## config.mk

```make
export PLATFORM = sky130hd
export DESIGN_NAME = idr_step
export DESIGN_NICKNAME = d
export VERILOG_FILES = /design/src/hdl/idr_pkg.sv /design/src/hdl/idr_step.sv
export SDC_FILE = /design/constraint.sdc
export NUM_CORES = 1
export LEC_CHECK = 0
export ABC_AREA = 0
export BUFFER_PORTS_ARGS = -buffer_cell sky130_fd_sc_hd__buf_2
export CELL_PAD_IN_SITES_DETAIL_PLACEMENT = 0
export CELL_PAD_IN_SITES_GLOBAL_PLACEMENT = 1
export CORE_AREA = 3 3 132 134
export DETAILED_ROUTE_END_ITERATION = 8
export DIE_AREA = 0 0 135 137
export PLACE_DENSITY_LB_ADDON = 0.1
export SYNTH_ARGS = -nofsm -noshare
export SYNTH_HDL_FRONTEND = slang
export SYNTH_SLANG_ARGS = --single-unit
```

## constraint.sdc

```tcl
create_clock -name clk -period 1.13 [get_ports clk]
set_input_delay 0.226 -clock clk [delete_from_list [all_inputs] [get_ports clk]]
set_output_delay 0.226 -clock clk [all_outputs]
set_load 0.01 [all_outputs]
```

## src/hdl/idr_pkg.sv

```systemverilog
// Shared types, widths and helpers for the pipelined integer divider.
// Used by every module under hdl; depends on nothing else.
package idr_pkg;

	localparam int WORD_BITS = 32;
	localparam int STEPS     = WORD_BITS;

	typedef struct packed {
		logic                 enable_op;
		logic                 signed_mode;
		logic [WORD_BITS-1:0] dividend;
		logic [WORD_BITS-1:0] divisor;
	} idr_in_t;

	typedef struct packed {
		logic [WORD_BITS-1:0] quotient;
		logic [WORD_BITS-1:0] remainder;
	} idr_out_t;

	typedef struct packed {
		logic                 valid;
		logic                 neg_q;
		logic                 neg_r;
		logic [WORD_BITS-1:0] rem;
		logic [WORD_BITS-1:0] quo;
		logic [WORD_BITS-1:0] dvs;
	} idr_stage_t;

	function automatic logic [WORD_BITS-1:0] twos_neg(input logic [WORD_BITS-1:0] v);
		return ~v + {{(WORD_BITS-1){1'b0}}, 1'b1};
	endfunction

endpackage

```

## src/hdl/idr_step.sv

```systemverilog
// One restoring division step: one quotient bit per register stage.
// Depends on idr_pkg.
module idr_step import idr_pkg::*; (
	input  logic       clk,
	input  logic       arst_n,
	input  logic       advance,
	input  idr_stage_t stage_in,
	output idr_stage_t stage_out
);

	logic [WORD_BITS:0] part;
	logic [WORD_BITS:0] diff;
	logic               fit;
	idr_stage_t         stage_d;
	idr_stage_t         stage_s1;

	always_comb begin
		part = {stage_in.rem, stage_in.quo[WORD_BITS-1]};
		diff = part - {1'b0, stage_in.dvs};
		fit  = ~diff[WORD_BITS];
		stage_d       = stage_in;
		stage_d.rem   = fit ? diff[WORD_BITS-1:0] : part[WORD_BITS-1:0];
		stage_d.quo   = {stage_in.quo[WORD_BITS-2:0], fit};
	end

	always_ff @(posedge clk or negedge arst_n) begin
		if (!arst_n) begin
			stage_s1 <= '0;
		end else if (advance) begin
			stage_s1 <= stage_d;
		end
	end

	assign stage_out = stage_s1;

endmodule

```

# Yosys cells after proc, flatten, opt, wreduce, memory -nomap -nowiden
# Cells that the tools add are included.
[totals] word_cells=9 inputBits=102 regBits=99
[op_classes] muxes=1 add_sub_neg=1 bitwise=1
[op_table] op="$sub 33x32->33" n=1
[op_table] op="$mux 32" n=1
[op_table] op="$not 1->1" n=1

# Logic depth before layout (Yosys ltp)
[depth] word_depth=2 depth_mapped=14

# Least setup slack after synthesis
# OpenSTA, ideal clock, no wires.
[synth_path] path_kind="input -> register" startpoint="input stage_in[63] (netlist name)" endpoint="register stage_s1 (netlist bit stage_out[95])" setup_ps=69 arrival_time_ps=2521 required_time_ps=1061 n_path_buf=1 slack_ps=-1460 path_stages=12 cell_sequence="inv_1 ha_1 fa_1 and2b_1 o31a_1 o211ai_2 o21ai_1 a41oi_2 o2bb2ai_2 buf_6 or4b_1 nand3_1"
[synth_via] elab_chain_len=2
[synth_lines] item="start, declared" line_no="idr_step.sv:7" source="input idr_stage_t stage_in,"
[synth_lines] item="$sub 33x32->33" line_no="idr_step.sv:19" source="diff = part - {1'b0, stage_in.dvs};"
[synth_lines] item="$mux 32" line_no="idr_step.sv:22" source="stage_d.rem = fit ? diff[WORD_BITS-1:0] : part[WORD_BITS-1:0];"
[synth_lines] item="end signal, assigned" line_no="idr_step.sv:30" source="stage_s1 <= stage_d;"
[synth_lines] item="end, declared" line_no="idr_step.sv:15" source="idr_stage_t stage_s1;"
# No other way between the ends.
# A chain may end at the register's enable or synchronous reset.

# Worst setup path in the final report
[layout_path] startpoint="input stage_in[63] (netlist name)" endpoint="register stage_s1 (netlist bit stage_out[79])"
# Same word-level chain as after synthesis.

==> results.toml <==
[global_route]
grt_pass1_vias = 5474
overflow = 0
grt_pass1_wl_microns = 27600
grt_max_degree = 52
grtUsageTotal_pct = 18.6
antenna_found_initial = 1

[cts]
cts_tree = "yes"
h-tree-depth = 3
clk_path_buf_depth = 2
clkSinkCount = 99
cts_root_buf = "clkbuf_16"
insertion_delay_ns = 0.35
clkTransAtPathRegs_ns = 0.07
cts_buffers = 9

[sta]
tightest_slew_ns = 0.353
whs_ns = 0.0961
report.final.setup_viol = 34
rsz0062_at_grt = "yes"
hold_viol_final = 0
fin_crit_sh_pct = 214
fin_ws_ns = -1.29
drv_slew = 0
slew_headroom_pct = 76.3
skew_ns = 0
fmax_mhz = 413
min_period_ns = 2.42

[logic_synthesis]
synth_seq_area_share_pct = 43.2
syn_area_sq_mm = 0.00573
synth.distinct_cells = 58
synthFlopType = "dfrtp_1"
ys_ff_latch = 99
synth_nets = 709
async_flop_share_pct = 100
synth-edff-count = 0
synth.avg_cell_area_sq_um = 9.99
synthCells = 574
yosysWarnings = 0

[setup_path]
cp.required_ns = 1.40
r2r_end = "stage_out[5]"
crit_start = "stage_in[63]"
crit_end = "stage_out[79]"
reg2regPathDepth = 2
cp-start-kind = "input port"
rrSetupSlack_ns = 0.24
worst-path-max-fanout = 6
r2r-start = "stage_out[5]"
cp-end-kind = "register"
arrival_ns = 2.69
path_class = "input port to register"

[power]
leakage_nw = 4.43
finalPower_mw = 11.8
power.density_mw_per_mm2 = 1310
irDropWorstVdd_mv = 0.883

[placed_design]
gp_congestion = 0.898
port_buffers = 200
place_hpwl_microns = 13400

[final_layout]
final_util_pct = 54.7
drive_gt1_share_pct = 52.9
diodes = 0
syn_to_final_growth_pct = 56.6
final_nets = 1046
largest_reg_flops = 99

[die]
rows = 47
fp.dieW_microns = 135
die_y_microns = 137
initial_core_util_pct = 34.9
core-area_sq_mm = 0.0164
die_area_sq_mm = 0.0185
ios = 201

[routing]
drt_iter0_drc = 216
drc = 0
viasPerCell = 4.82
vias = 5481
wl_microns = 17600
routed_wire_length_per_instance_microns = 15.5
antenna_left = 0
drt_pass1_iterations = 4

[status]
violations = "setup timing"
outcome = "complete, but fails checks"

[job]
maxCapViolations = 0

[worst_hold_path]
hold_path_class = "input port to register"
-- critical path, cell delays in order --
cell and delay, ns:
buf_8 0.09, clkinv_8 0.04, ha_4 0.15, fa_2 0.34
and2b_1 0.24, o31a_1 0.21, o211ai_4 0.11, o211ai_1 0.29
a31oi_2 0.17, o2bb2ai_4 0.19, buf_6 0.17, buf_8 0.14
buf_16 0.12, nand2_1 0.06, a31oi_1 0.15
-- layout make-up --
type	count	area, sq um
flip-flops and latches	99	2480
repair buffers	350	2480
clock buffers	9	225
clock inverters	7	88.8
multi-input cells	405	3230
fillers	1509	7430
well taps	220	275
inverters	46	190
-- cells in the mapped netlist, drive strengths merged, types with 2 or more instances --
cell type	count	share of area (%)
a211oi	2	0.26
a21boi	2	0.26
a21o	8	1.0
a21oi	50	4.4
a31o	2	0.31
a31oi	19	2.1
and2	2	0.22
and3	2	0.22
buf	11	1.1
clkbuf	13	0.85
dfrtp	99	43
ha	32	7.0
inv	46	3.0
mux2	69	14
mux2i	3	0.52
nand2	44	2.9
nand3	5	0.44
nand4	5	0.55
nor2	45	2.9
nor2b	8	0.87
nor3	4	0.44
o2111ai	2	0.31
o211ai	7	1.0
o21a	7	0.92
o21ai	29	2.5
o21bai	5	0.65
o2bb2ai	2	0.41
o31a	3	0.46
o31ai	4	0.52
or2	3	0.33
or4b	2	0.35
xnor2	11	1.7
xor2	10	1.5
-- metal layers --
| metal | wire, microns | GRT usage (%) |
|---|---|---|
| met1 | 7800 | 25.0 |
| met2 | 8450 | 29.8 |
| met3 | 1100 | 5.11 |
| met4 | 193 | 4.82 |
| met5 | 7 | 0 |
-- stage by stage --
stage	instance area (sq um)	cells	worst slack, ns	TNS (ns)
after detailed placement	7940	1092	-1.86	-60.26
after global routing	8980	1136	-1.38	-44.27
after CTS	8590	1121	-1.30	-39.73
final	8980	1136	-1.29	-40.44
after floorplan	5780	574	-1.32	-47.68
after global placement	7940	1092	-1.74	-55.96
-- what timing repair did --
| action | in CTS | in global routing |
|---|---|---|
| hold buffers | 1 | 0 |
| gates cloned | 2 | 1 |
| pin swaps | 30 | 17 |
| hold endpoints to repair | 99 | 0 |
| resized for setup | 47 | 54 |
| setup buffers | 11 | 14 |
| endpoints found under the setup margin | 51 | 109 |
-- how the worst min path moves through the flow --
| stage | cells past startpoint | end | from |
|---|---|---|---|
| floorplan | 0 | stage_out[0] | arst_n |
| global placement | 2 | stage_out[14] | arst_n |
| detailed placement | 2 | stage_out[13] | arst_n |
| CTS | 2 | stage_out[60] | stage_in[59] |
| global route | 2 | stage_out[35] | stage_in[34] |
| finish | 2 | stage_out[60] | stage_in[59] |
-- power by group --
group | total, mW | internal, mW | switching (mW)
clock | 3.30 | 1.78 | 1.52
sequential | 4.26 | 4.00 | 0.259
combinational | 4.22 | 2.26 | 1.97
-- cells by family (layout without fill, tap and decap cells) --
| family | after synthesis | in the layout | synth area share (%) |
|---|---|---|---|
| xor+xnor | 21 | 21 | 3.21 |
| flops | 99 | 99 | 43.2 |
| compound gates | 152 | 152 | 17.0 |
| fa+ha+maj | 33 | 33 | 7.33 |
| mux | 72 | 72 | 14.1 |
| buf+inv | 70 | 412 | 4.95 |
| simple gates | 127 | 127 | 10.2 |
-- layout by cell type, fill, tap and decap left out, drive strengths merged, types with 3 or more instances in the layout --
cell,Yosys,layout
clkbuf,13,10
a21o,8,8
mux2i,3,3
o21bai,5,5
nand2,44,44
o21a,7,7
nor3,4,4
o31ai,4,4
ha,32,32
xor2,10,10
a31oi,19,19
nor2,45,45
inv,46,50
or2,3,3
dfrtp,99,99
buf,11,348
o21ai,29,29
o211ai,7,7
mux2,69,69
a21oi,50,50
nor2b,8,8
nand4,5,5
xnor2,11,11
nand3,5,5
o31a,3,3
Note: power is estimated with default switching activity, not from simulation.
