### src/hdl/idr_pkg.sv
// Shared types, widths and helpers for the pipelined integer divider.
// Used by every module under hdl; depends on nothing else.
package idr_pkg;

	localparam int WORD_BITS = 32;
	localparam int STEPS     = WORD_BITS;

	typedef struct packed {
		logic                 enable_op;
		logic                 signed_mode;
		logic [WORD_BITS-1:0] dividend;
		logic [WORD_BITS-1:0] divisor;
	} idr_in_t;

	typedef struct packed {
		logic [WORD_BITS-1:0] quotient;
		logic [WORD_BITS-1:0] remainder;
	} idr_out_t;

	typedef struct packed {
		logic                 valid;
		logic                 neg_q;
		logic                 neg_r;
		logic [WORD_BITS-1:0] rem;
		logic [WORD_BITS-1:0] quo;
		logic [WORD_BITS-1:0] dvs;
	} idr_stage_t;

	function automatic logic [WORD_BITS-1:0] twos_neg(input logic [WORD_BITS-1:0] v);
		return ~v + {{(WORD_BITS-1){1'b0}}, 1'b1};
	endfunction

endpackage

### src/hdl/idr_pre.sv
// Operand conditioning stage: magnitudes and result sign flags.
// Depends on idr_pkg.
module idr_pre import idr_pkg::*; (
	input  logic       clk,
	input  logic       arst_n,
	input  logic       advance,
	input  logic       req_valid,
	input  idr_in_t    req,
	output idr_stage_t stage_out
);

	logic       neg_a;
	logic       neg_b;
	logic       dvs_zero;
	idr_stage_t stage_d;
	idr_stage_t stage_s1;

	always_comb begin
		neg_a    = req.signed_mode & req.dividend[WORD_BITS-1];
		neg_b    = req.signed_mode & req.divisor[WORD_BITS-1];
		dvs_zero = (req.divisor == '0);
		stage_d.valid = req_valid & req.enable_op;
		stage_d.neg_q = (neg_a ^ neg_b) & ~dvs_zero;
		stage_d.neg_r = neg_a;
		stage_d.rem   = '0;
		stage_d.quo   = neg_a ? twos_neg(req.dividend) : req.dividend;
		stage_d.dvs   = neg_b ? twos_neg(req.divisor) : req.divisor;
	end

	always_ff @(posedge clk or negedge arst_n) begin
		if (!arst_n) begin
			stage_s1 <= '0;
		end else if (advance) begin
			stage_s1 <= stage_d;
		end
	end

	assign stage_out = stage_s1;

endmodule

### config.mk
export PLATFORM = sky130hd
export DESIGN_NAME = idr_pre
export DESIGN_NICKNAME = d
export VERILOG_FILES = /design/src/hdl/idr_pkg.sv /design/src/hdl/idr_pre.sv
export SDC_FILE = /design/constraint.sdc
export NUM_CORES = 1
export LEC_CHECK = 0
export BUFFER_PORTS_ARGS = -buffer_cell sky130_fd_sc_hd__buf_2
export CORE_UTILIZATION = 35
export CTS_BUF_LIST = sky130_fd_sc_hd__clkbuf_8
export CTS_CLUSTER_DIAMETER = 40
export CTS_CLUSTER_SIZE = 40
export DETAILED_ROUTE_END_ITERATION = 10
export HOLD_SLACK_MARGIN = 0.05
export SYNTH_ARGS = -nofsm -noshare
export SYNTH_HDL_FRONTEND = slang
export SYNTH_SLANG_ARGS = --single-unit
### constraint.sdc
create_clock -name clk -period 1.36 [get_ports clk]
set_input_delay 0.272 -clock clk [delete_from_list [all_inputs] [get_ports clk]]
set_output_delay 0.272 -clock clk [all_outputs]
set_load 0.005 [all_outputs]
; ---- Yosys cells after proc, flatten, opt, wreduce, memory -nomap -nowiden
; Index checks and enable logic that the tools add are counted.
[classes]
bitwise_logic = 8
reduce_logical = 1
add_sub_neg = 2
muxes = 2
[ops]
columns = operator, n
row1 = "adder 32 x 1 -> 32 bit, second input constant", 2
row2 = two-way mux 32 bit, 2
row3 = NOT 32 bit, 2
row4 = zero test 32 bit, 1
row5 = AND 1 bit, 4
row6 = NOT 1 bit, 1
row7 = bitwise XOR 1 bit, 1
[word_totals]
inputBits = 70
wordCells = 18
reg_bits = 67

; ---- Depth between registers and ports, before layout
[logic_depth]
ltp_word = 3
depth_mapped = 7
depth_no_buf = 7

; ---- Worst setup path before layout
; No wires, ideal clock.
[synth_timing]
path_type = input to register
from = input port req[32] in the netlist's numbering
to = register stage_s1 (netlist bit stage_out[59])
n_path_buf = 0
setup_time_ns = 0.104
stages = 5
setup_slack_ns = -0.568
arrival_ns = 1.824
cell_sequence = or4_4 > nor3_4 > nand3_2 > or4_1 > o311ai_1
[synth_between]
elab_chain_len = 3
[synth_rtl]
columns = item, line_no
row1 = "start, declared", idr_pre.sv:8  ; input idr_in_t req,
row2 = NOT 32 bit, idr_pkg.sv:30  ; return ~v + {{(WORD_BITS-1){1'b0}}, 1'b1};
row3 = adder 32 x 1 -> 32 bit, idr_pkg.sv:30
row4 = two-way mux 32 bit, idr_pre.sv:26  ; stage_d.quo = neg_a ? twos_neg(req.dividend) : req.dividend;
row5 = "end signal, assigned", idr_pre.sv:34  ; stage_s1 <= stage_d;
row6 = "end, declared", idr_pre.sv:16  ; idr_stage_t stage_s1;
; Every way passes these cells.
; A chain may end at the register's enable or synchronous reset.

; ---- Worst setup path in the final report
[layout_timing]
from = input port req[41] in the netlist's numbering
to = register stage_s1 (netlist bit stage_out[61])
; Same word-level chain as after synthesis.

==> flow_summary.ini <==
[power_and_ir_drop]
p_leak_nw = 2.93
comb_power_share_pct = 27.9
peakVddDrop_mv = 0.500
power_frac_seq_pct = 43.3
p_switching_mw = 1.67
switching_share_pct = 30.7
clock_power_share_pct = 28.8
p_int_mw = 3.77
power.density_nw_per_um2 = 804
power_mw = 5.43

[timing]
finalCritPeriodShare_pct = 123
fin_ws_ps = -309
min_period_ps = 1670
fmax_mhz = 599
finalSetupViolCount = 34
fin_worst_skew_ps = 0
hold_violations = 0
slew_viol_final = 0
grt_setup_unrepaired = yes

[critical_path]
endpoint_kind = flip-flop
r2r-end = stage_out[61]
cp-startpoint = req[41]
crit_fanout = 3
worstSetupPathType = input port to flip-flop
cp_cell_sequence = buf_6, or4_4, nor3_4, nand3_2, buf_6, or3_4, o311ai_2
cp_slowest_stage_delay_ps = 540
cp.required_ps = 1600
cp_slowest_cell = or4_4
rrSetupSlack_ps = 490
startpoint_type = input port
cp_common_cell = buf_6
crit_path_end = stage_out[61]
reg2reg_from = stage_out[61]
r2r.worst_path.cells = 2
cp.arrival_ps = 1910

[clock_tree]
path_clk_slew_ps = 70
tritoncts.num_buffers = 9
root_buffer = clkbuf_8
clock_path_buffers = 2
clock-sinks = 67
clock_latency_ps = 340
htree_num_levels = 3
cts_tree = done

[die]
die_w_um = 110
die_y_um = 110
start_util_pct = 36.7
io_pins = 169
dieArea_um2 = 12000
core_um2 = 11000
std_cell_rows = 38

[status]
status = finished with violations
violations = negative setup slack

[finish]
most-common-layout-cells = 122 x buf_2, 86 x buf_4, 79 x nor2_1
largest_reg_flops = 67
finalInstanceArea_um2 = 6760
syn_to_final_growth_pct = 66.9
diodes = 0
layout-drive-gt1-share_pct = 48.7
final_common_cell = buf_2
fillers = 935
instances_no_fill = 844
nets = 772

[logic_synthesis]
avgSynthCellArea_um2 = 8.72
ys_seq_area_share_pct = 41.4
synth_edf_count = 0
synth_compound_area_share_pct = 16.9
synth_xor_area_share_pct = 12.1
ys_types = 36
synth_adder_area_share_pct = 0.618
synth_seq_cells = 67
synthMuxAreaShare_pct = 1.05
syn-cell-area_um2 = 4050
synth_top_family_by_area = simple AND/OR/NAND/NOR gates
async_flop_share_pct = 100
synth_ff_type = dfrtp_1
synth_warnings = 0
yosys.area_share.simple_pct = 19.2
syn_inst = 464

[hold_path]
hold_path_class = input port to flip-flop

[global_routing]
grt_pass1_vias = 4058
grt_pass1_wl_um = 19100
grt_max_degree = 68
grt_usage_pct = 20.5
antenna_found_initial = 0
grt_overflow_total = 0

[placed_design]
placed_cell_area_um2 = 5850
dp_cells = 813
io_buffer_count = 136
gp_congestion = 0.851
post-dp-hpwl_um = 8750
dp_slack_ps = -635

[detailed_routing]
vias_per_cell = 5.00
drtPass1Iterations = 4
routedWlPerCell_um = 14.6
drt_iter0_markers = 141
drc = 0
wirelength_um = 12300
antenna_left = 0
route.vias.total = 4224

[flow_run]
max_cap_violations = 0
-- how the worst min path moves through the flow --
stage | endpoint | startpoint | cells past startpoint
3_5_place_dp | stage_out[50] | arst_n | 2
6_report | stage_out[98] | req[65] | 3
4_1_cts | stage_out[98] | req[65] | 3
2_1_floorplan | stage_out[0] | arst_n | 0
3_3_place_gp | stage_out[52] | arst_n | 2
5_1_grt | stage_out[98] | req[65] | 3
-- power groups by stage --
stage                     registers, mW  logic [mW]  clock network, mW
after floorplan                    2.41       0.624                  0
after global placement             2.38        1.34                  0
after detailed placement           2.39        1.36                  0
after CTS                          2.35        1.45               1.61
after global routing               2.38        1.68               1.69
final                              2.35        1.52               1.56
-- metal layers --
metal  share of wire [%]  track usage, %
met3                 6.7            4.62
met1                  42            25.0
met5                   0               0
met2                  49            35.6
met4                 1.7            7.14
-- synth_stat cells (all sizes together), types with 2 or more instances --
cell,number,area share (%)
o31ai,12,2.2
o21ai,14,1.7
mux2,2,0.56
and2,4,0.62
a21oi,66,8.2
or2,2,0.31
o41ai,12,2.6
clkbuf,20,1.9
inv,8,0.74
or4,6,1.2
o311ai,2,0.43
nand2b,5,0.77
dfrtp,67,41
nor3,8,1.3
nor4,10,2.3
a31oi,10,1.5
nand4,5,0.77
mux2i,2,0.49
ha,2,0.62
xnor2,20,4.3
or3,6,0.93
nor3b,4,0.74
nor2,81,7.5
xor2,36,7.8
nand3,5,0.74
nand2,19,1.8
buf,32,5.9
and3,2,0.31
-- what timing repair did --
item	4_1_cts	5_1_grt
hold buffers	1	0
hold endpoints to repair	67	0
setup buffers	8	9
setup endpoints to repair	37	42
resized for setup	49	57
pin swaps	41	75
-- stage by stage --
step | setup TNS, ps | hold WS [ps] | utilization (%)
final | -3700 | 146 | 61.2
after floorplan | -9560 | -23.6 | -
after global placement | -21330 | 325 | 53.0
after detailed placement | -22110 | 338 | 53.0
after CTS | -1570 | 136 | 57.8
after global routing | -5740 | 160 | 61.2
-- kinds of logic (layout without fill, tap and decap cells) --
logic type / Yosys count / after routing
multiplexers: 4 / 4
adder cells (fa/ha/maj): 2 / 2
AND/OR/NAND/NOR: 157 / 157
other: 1 / 32
flip-flops: 67 / 67
AO/OA/AOI/OAI: 117 / 117
XOR/XNOR: 56 / 56
buffers and inverters: 60 / 269
-- layout make-up --
cell class / instances / area [um2] / share of cell area, %
inverter: 8 / 65.1 / 0.963
timing repair buffer: 246 / 1780 / 26.4
clock inverter: 3 / 13.8 / 0.204
sequential: 67 / 1680 / 24.8
tap: 140 / 175 / 2.59
clock buffer: 12 / 165 / 2.44
multi-input combinational: 368 / 2880 / 42.6
-- worst max-delay path, delay by kind of cell --
| kind | cells | cell delay [ps] |
|---|---|---|
| buffers and inverters | 2 | 240 |
| and+or+nand+nor | 4 | 1310 |
| AOI/OAI and AO/OA | 1 | 90 |
Note: power is estimated with default switching activity, not from simulation.
