`config.mk`:
```
export PLATFORM = sky130hd
export DESIGN_NAME = idr_post
export DESIGN_NICKNAME = d
export VERILOG_FILES = /design/src/hdl/idr_pkg.sv /design/src/hdl/idr_post.sv
export SDC_FILE = /design/constraint.sdc
export NUM_CORES = 1
export LEC_CHECK = 0
export BUFFER_PORTS_ARGS = -buffer_cell sky130_fd_sc_hd__buf_2
export CAP_MARGIN = 15
export CORE_ASPECT_RATIO = 1.5
export CORE_MARGIN = 5
export CORE_UTILIZATION = 45
export CTS_BUF_LIST = sky130_fd_sc_hd__clkbuf_4 sky130_fd_sc_hd__clkbuf_8
export CTS_CLUSTER_SIZE = 8
export DETAILED_ROUTE_END_ITERATION = 8
export GPL_ROUTABILITY_DRIVEN = 0
export PLACE_DENSITY = 0.84
export REMOVE_ABC_BUFFERS = 1
export SLEW_MARGIN = 10
export SYNTH_ARGS = -nofsm -noshare
export SYNTH_HDL_FRONTEND = slang
export SYNTH_SLANG_ARGS = --single-unit
```
`constraint.sdc`:
```
create_clock -name clk -period 0.8 [get_ports clk]
set_input_delay 0.16 -clock clk [delete_from_list [all_inputs] [get_ports clk]]
set_output_delay 0.16 -clock clk [all_outputs]
set_load 0.01 [all_outputs]
```
`src/hdl/idr_pkg.sv`:
```
// Shared types, widths and helpers for the pipelined integer divider.
// Used by every module under hdl; depends on nothing else.
package idr_pkg;

	localparam int WORD_BITS = 32;
	localparam int STEPS     = WORD_BITS;

	typedef struct packed {
		logic                 enable_op;
		logic                 signed_mode;
		logic [WORD_BITS-1:0] dividend;
		logic [WORD_BITS-1:0] divisor;
	} idr_in_t;

	typedef struct packed {
		logic [WORD_BITS-1:0] quotient;
		logic [WORD_BITS-1:0] remainder;
	} idr_out_t;

	typedef struct packed {
		logic                 valid;
		logic                 neg_q;
		logic                 neg_r;
		logic [WORD_BITS-1:0] rem;
		logic [WORD_BITS-1:0] quo;
		logic [WORD_BITS-1:0] dvs;
	} idr_stage_t;

	function automatic logic [WORD_BITS-1:0] twos_neg(input logic [WORD_BITS-1:0] v);
		return ~v + {{(WORD_BITS-1){1'b0}}, 1'b1};
	endfunction

endpackage

```
`src/hdl/idr_post.sv`:
```
// Sign correction of quotient and remainder, and the output register.
// Depends on idr_pkg.
module idr_post import idr_pkg::*; (
	input  logic       clk,
	input  logic       arst_n,
	input  logic       advance,
	input  idr_stage_t stage_in,
	output logic       rsp_valid,
	output idr_out_t   rsp
);

	idr_out_t rsp_d;
	logic     valid_s1;
	idr_out_t rsp_s1;

	always_comb begin
		rsp_d.quotient  = stage_in.neg_q ? twos_neg(stage_in.quo) : stage_in.quo;
		rsp_d.remainder = stage_in.neg_r ? twos_neg(stage_in.rem) : stage_in.rem;
	end

	always_ff @(posedge clk or negedge arst_n) begin
		if (!arst_n) begin
			valid_s1 <= 1'b0;
		end else if (advance) begin
			valid_s1 <= stage_in.valid;
		end
	end

	always_ff @(posedge clk) begin
		if (advance) begin
			rsp_s1 <= rsp_d;
		end
	end

	assign rsp_valid = valid_s1;
	assign rsp       = rsp_s1;

endmodule

```
After elaboration in Yosys (flattened, before gate mapping)
Index checks and enable logic that the tools add are counted.
- add/sub/neg operators: 2
- multipliers: 0
- divide/modulo/power cells: 0
- magnitude comparators: 0
- equal/unequal tests: 0
- shift operators: 0
- mux-type cells: 2
- bitwise gates (word level): 2
- reductions and logical operators: 0
- operators with widths (kind ; count):
    32-bit by 1-bit adder with 32-bit output (second input constant) ; 2
    32-bit 2-to-1 mux ; 2
    32-bit NOT ; 2
- register bits after elaboration: 65
- latch bits: 0
- bits in writable memories: 0
- bits in read-only memories: 0
- input port bits: 102
- output and inout port bits: 65
- logic and storage cells: 9
- memories kept: 0

Logic depth before layout (Yosys ltp)
Gate-level depths: netlist of the first run.
- word-level depth: 3
- mapped depth: 6
- gate-level depth less buffers: 6

Least setup slack after synthesis of the first run
OpenSTA, ideal clock, no wires.
- path type: input to register
- start point: input port stage_in[58] (netlist name)
- end point: register rsp_s1 (netlist bit rsp[63]) (data pin)
- setup time: 0.263 ns
- data arrival time: 1.523 ns
- data required time: 0.537 ns
- setup slack: -0.985 ns
- stages: 4
- path buffers: 0
- path through: or4_4 -> or4_4 -> o41ai_2 -> xnor2_1
- RTL lines (item ; line ; source):
    from (decl) ; idr_post.sv:7 ; input idr_stage_t stage_in,
    to (signal assigned) ; idr_post.sv:31 ; rsp_s1 <= rsp_d;
    to (decl) ; idr_post.sv:14 ; idr_out_t rsp_s1;

==> out/qor.csv, run 1 <==
metric;value;unit
hold_start;stage_in[98];
stdcell_count;635;
hold_path.class;in -> reg;
async_reset_ff_frac;0.01538;
setup_ws;-760.3;ps
cts_buffer_depth;2;
vias;3641;
placed_area;4893;µm²
tritoncts_num_sinks;65;
ys_seq_area_frac;0.5784;
startpoint;stage_in[51];
fin_area;6696;µm²
cp.arrival;1670;ps
grt_pass1_wl;19890;µm
status;finished with violations;
synth_top_cell_by_area;edfxtp_1;
diodes;0;
synth-seq-cells;65;
fin_crit;1560;ps
violations;setup timing;
syn_avg_cell_area;12.61;µm²
setup_viol_count_final;122;
antenna_found_initial;0;
setup_tns;-41140;ps
slew_headroom;0.7084;
htree_num_levels;3;
final_util;0.9205;
crit_chain;buf_8, nor4_4, buf_4, buf_6, nand4b_1, o41ai_2, buf_4, xnor2_2;
grt_usage;0.2901;
rr_startpoint;rsp_valid;
die_area;9345;µm²
clock-root-buffer;clkbuf_8;
path_max_fanout;2;
yosys_warnings;0;
critPathCaptureType;flip-flop;
ios;167;
path_class;in -> reg;
wirelength;15200;µm
drc_errors;0;
place_inst;588;
ir_drop;0.001048;V
cp.required;910;ps
ys_types;29;
syn_to_final_growth;98.96;%
syn_area;3366;µm²
grt.overflow.total;0;
cts_tree;built;
yosys-top-cells-area;edfxtp_1, xnor2_1, o41ai_1;
drv_slew;0;
synth_ff_type;edfxtp_1;
mostFrequentLayoutCells;buf_2, buf_4, edfxtp_1, xnor2_1, buf_6;
drt_iter0_markers;236;
drtPass1Iterations;5;
synth_edf_count;64;
clock_latency;350;ps
rows;38;
synth_top_area_frac;0.5710;
cts_buffers;9;
p_leak;2.823;nW
die_x;80.62;µm
max_freq;0.6409;GHz
start_util;0.4627;
port_buffers;134;
final_hold_viol_count;0;
wire_per_inst;23.93;µm
place_hpwl;7416;µm
grt_pass1_vias;3694;
grt_setup_unrepaired;true;
power;9.872;mW
tightest_slew;437.4;ps
final_antenna_net_count;0;
grt_max_degree;32;
die_h;115.9;µm
syn_inst;267;
critPathLaunchType;input port;
drive_above_1_share;0.7009;
path_clk_slew;70;ps
mostFrequentLayoutCell;buf_2;
power_density;1474;nW/µm²
max_cap_violations;0;
fin_crit_sh;1.950;
core_area;7274;µm²
drt-vias-per-instance;5.734;
slowest_delay;440;ps
critPathSlowestCell;o41ai_2;
fin_worst_skew;0;ps
cp_common_cell;buf_4;
layout.nets;634;
timing repair:
item | 4_1_cts | 5_1_grt
endpoints found under the setup margin | 123 | 124
cloned | 1 | 0
setup buffers | 13 | 19
gates resized for setup | 171 | 75
pin swaps | 57 | 61
hold endpoints to repair | 2 | 0
hold buffers | 2 | 0
power breakdown:
group          switching [mW]  total (mW)  internal [mW]
Clock                    1.33        2.96           1.63
Sequential              0.107        4.29           4.18
Combinational            1.34        2.63           1.29
cells by family (layout without fill, tap and decap cells):
kind of cell    count (synthesis)  in the layout  synth area share
mux                             1              1          0.003345
compound gates                 52             52            0.1149
xor+xnor                       60             60            0.1561
fa+ha+maj                       2              2          0.007434
simple gates                   72             72            0.1227
buf+inv                        15            283           0.01710
flops                          65             65            0.5784
worst max-delay path, delay by kind of cell:
family,cells,cell delay [ps]
compound gates,1,440
simple gates,2,430
buf+inv,4,580
xor+xnor,1,60
layout make-up:
type / count / area, µm²
Sequential cell: 65 / 1947
Clock inverter: 1 / 5.005
Clock buffer: 15 / 206.4
Multi-Input combinational cell: 187 / 2333
Timing Repair Buffer: 260 / 2041
Fill cell: 261 / 578.1
Tap cell: 100 / 125.1
Inverter: 7 / 38.79
through the flow:
step,hold WS [ps],worst slack (ps)
after floorplan,-135.6,-998.0
after global placement,-66.00,-1119
after detailed placement,-64.14,-1177
after CTS,38.60,-693.8
after global routing,39.19,-777.5
final,44.61,-760.3
metal layers:
layer / GRT usage / wire [µm]
met4: 0.1297 / 911
met2: 0.5420 / 8178
met5: 0 / 0
met3: 0.06143 / 1037
met1: 0.3068 / 5068
worst paths after layout:
kind	endpoint	slack, ps	cells after the start
setup / recovery	rsp[60]	-760	8
setup reg to reg	rsp_valid	-100	2
min in group asynchronous	rsp_valid	110	2
max in group asynchronous	rsp_valid	600	2
hold / removal	rsp_valid	40	2
hold reg to reg	rsp_valid	650	2
Yosys cell counts (2+ instances only):
cell type / n
clkbuf_1: 7
edfxtp_1: 64
ha_1: 2
inv_1: 7
nand2_1: 22
nand2b_1: 8
nand3_1: 3
nand4_1: 5
nand4b_1: 2
nor2_1: 7
nor3_1: 7
nor4_1: 6
o21ai_0: 9
o21ai_1: 5
o31ai_1: 19
o41ai_1: 18
or2_2: 2
or3_1: 3
or4_4: 2
xnor2_1: 60
flip-flops by register name (all words and copies together) (netlist names):
signal	count
rsp_valid	1
rsp	64
No activity file was read; power rests on OpenSTA's default activity.
==> run 2: changes to the inputs <==
Clock period 0.8 ns to 1.7 ns, I/O delays scaled along.
==> out/qor.csv, run 2 (synthesis results as in run 1) <==
metric;value;unit;change
status;finished with violations;;
violations;setup timing;;
final_antenna_net_count;0;;unchanged
power_frac_clock;0.325;;+0.025
start_util;0.4627;;unchanged
power_density;832.3;nW/µm²;-44%
largest_register_ffs;64;;unchanged
p_sw;1.064;mW;-62%
reg2regPathDepth;1;;-1
pwr-share-seq;0.474;;+0.040
grt.overflow.total;0;;unchanged
rows;38;;unchanged
swShare;0.2517;;-0.02869
n_fill_cell;556;;+110%
critPathSlowestCell;or4_4;;
placed_area;4756;µm²;-2.8%
whs;216.9;ps;+172.3 ps
max_freq;0.5783;GHz;
path_clk_slew;70;ps;about the same
drtPass1Iterations;4;;-1
ios;167;;unchanged
cts_buffers;9;;unchanged
grt_pass1_wl;14630;µm;-26%
antenna_found_initial;0;;unchanged
max_cap_violations;0;;unchanged
htree_num_levels;3;;unchanged
fin_worst_skew;0;ps;unchanged
grt_max_degree;33;;+3.1%
diodes;0;;unchanged
path_class;in -> reg;;
comb_power_share;0.201;;-0.065
port_buffers;134;;unchanged
cts_setup_buffers;0;;-13
grt_pass1_vias;3194;;-14%
cp_common_cell;or4_4;;
final_hold_viol_count;0;;unchanged
slowest_delay;530;ps;+90 ps
fin_crit_sh;1.017;;
drive_above_1_share;0.5143;;-0.1866
die_h;115.9;µm;unchanged
worst_r2r_endpoint;rsp_valid;;
mostFrequentLayoutCell;buf_2;;
layout.nets;589;;-7.1%
wire_per_inst;16.03;µm;-33%
drv_slew;0;;unchanged
ir_drop;0.0004470;V;-57%
setup_ws;-29.32;ps;+731.0 ps
rr_startpoint;rsp_valid;;
die_x;80.62;µm;unchanged
die_area;9345;µm²;unchanged
cts_tree;built;;
crit_chain;buf_2, or4_4, or4_4, o31ai_2, xnor2_1;;
clock_latency;350;ps;about the same
vias;2998;;-18%
drc_errors;0;;unchanged
fin_area;5079;µm²;-24%
grt_usage;0.2087;;-0.08139
internal_power;3.163;mW;-55%
syn_to_final_growth;50.89;%;
pre_cts_slack;-442.7;ps;+734.1 ps
wirelength;9457;µm;-38%
critPathCaptureType;flip-flop;;
hold_start;stage_in[32];;
clock-root-buffer;clkbuf_8;;
path_max_fanout;2;;unchanged
rrSetupSlack;950;ps;+1050 ps
cp.required;1800;ps;+890 ps
holdPathEnd;rsp[32];;
setup_tns;-29.32;ps;+41,110 ps
fin_crit;1729;ps;
tightest_slew;598.1;ps;+160.7 ps
place_hpwl;7349;µm;-0.92%
slew_headroom;0.6013;;-0.1071
critPathLaunchType;input port;;
p_leak;2.056;nW;-27%
grt_setup_unrepaired;true;;
hold_path.class;in -> reg;;
core_area;7274;µm²;unchanged
cts_buffer_depth;2;;unchanged
drt_iter0_markers;122;;-48%
drt-vias-per-instance;5.081;;-11%
setup_viol_count_final;1;;-99%
worst_hold_path.num_cells;1;;-1
tritoncts_num_sinks;65;;unchanged
cp.arrival;1820;ps;+150 ps
mostFrequentLayoutCells;buf_2, buf_4, edfxtp_1, xnor2_1, nand2_1;;
run 2: worst max-delay path by stage:
stage                       from  depth (start not counted)       to
floorplan           stage_in[78]                          4  rsp[23]
global placement    stage_in[58]                          5  rsp[63]
detailed placement  stage_in[38]                          8  rsp[60]
CTS                 stage_in[38]                          6  rsp[61]
global route        stage_in[33]                          7  rsp[54]
finish              stage_in[58]                          5  rsp[62]
run 2: power by group through the flow:
stage / clock [mW] / combinational [mW] / sequential, mW
6_report: 1.37 / 0.852 / 2.00
5_1_grt: 1.47 / 0.922 / 2.02
4_1_cts: 1.39 / 0.845 / 2.01
3_5_place_dp: 0 / 0.833 / 2.04
3_3_place_gp: 0 / 0.802 / 2.03
2_1_floorplan: 0 / 0.218 / 2.14
run 2: cell type report:
class	count	area, µm²	area share
Sequential cell	65	1947	0.3833
Multi-Input combinational cell	187	1468	0.2890
Timing Repair Buffer	215	1306	0.2572
Clock buffer	13	166.4	0.03277
Tap cell	100	125.1	0.02464
Clock inverter	3	40.04	0.007884
Inverter	7	26.28	0.005174
run 2: critical path, delay by kind of cell:
kind	cells	cell delay, ps
xor+xnor	1	100
simple gates	2	990
compound gates	1	300
buf+inv	1	100
run 2: through the flow:
| stage | power [mW] | util | cells |
|---|---|---|---|
| 6_report | 4.227 | 0.6981 | 590 |
| 5_1_grt | 4.411 | 0.6981 | 590 |
| 4_1_cts | 4.238 | 0.6899 | 590 |
| 3_5_place_dp | 2.872 | 0.6538 | 573 |
| 3_3_place_gp | 2.834 | 0.6538 | 573 |
| 2_1_floorplan | 2.357 | - | 259 |
run 2: routing by layer:
| layer | wire length [µm] | track usage | share of wire |
|---|---|---|---|
| met1 | 3244 | 0.2079 | 0.34 |
| met2 | 5310 | 0.3993 | 0.56 |
| met3 | 627 | 0.03966 | 0.066 |
| met4 | 275 | 0.1094 | 0.029 |
| met5 | 0 | 0 | 0 |
run 2: repair_timing:
action,in CTS,in global routing
hold buffers,1,0
pin swaps,1,1
endpoints found under the hold margin,1,0
setup endpoints to repair,6,19
resized for setup,6,9
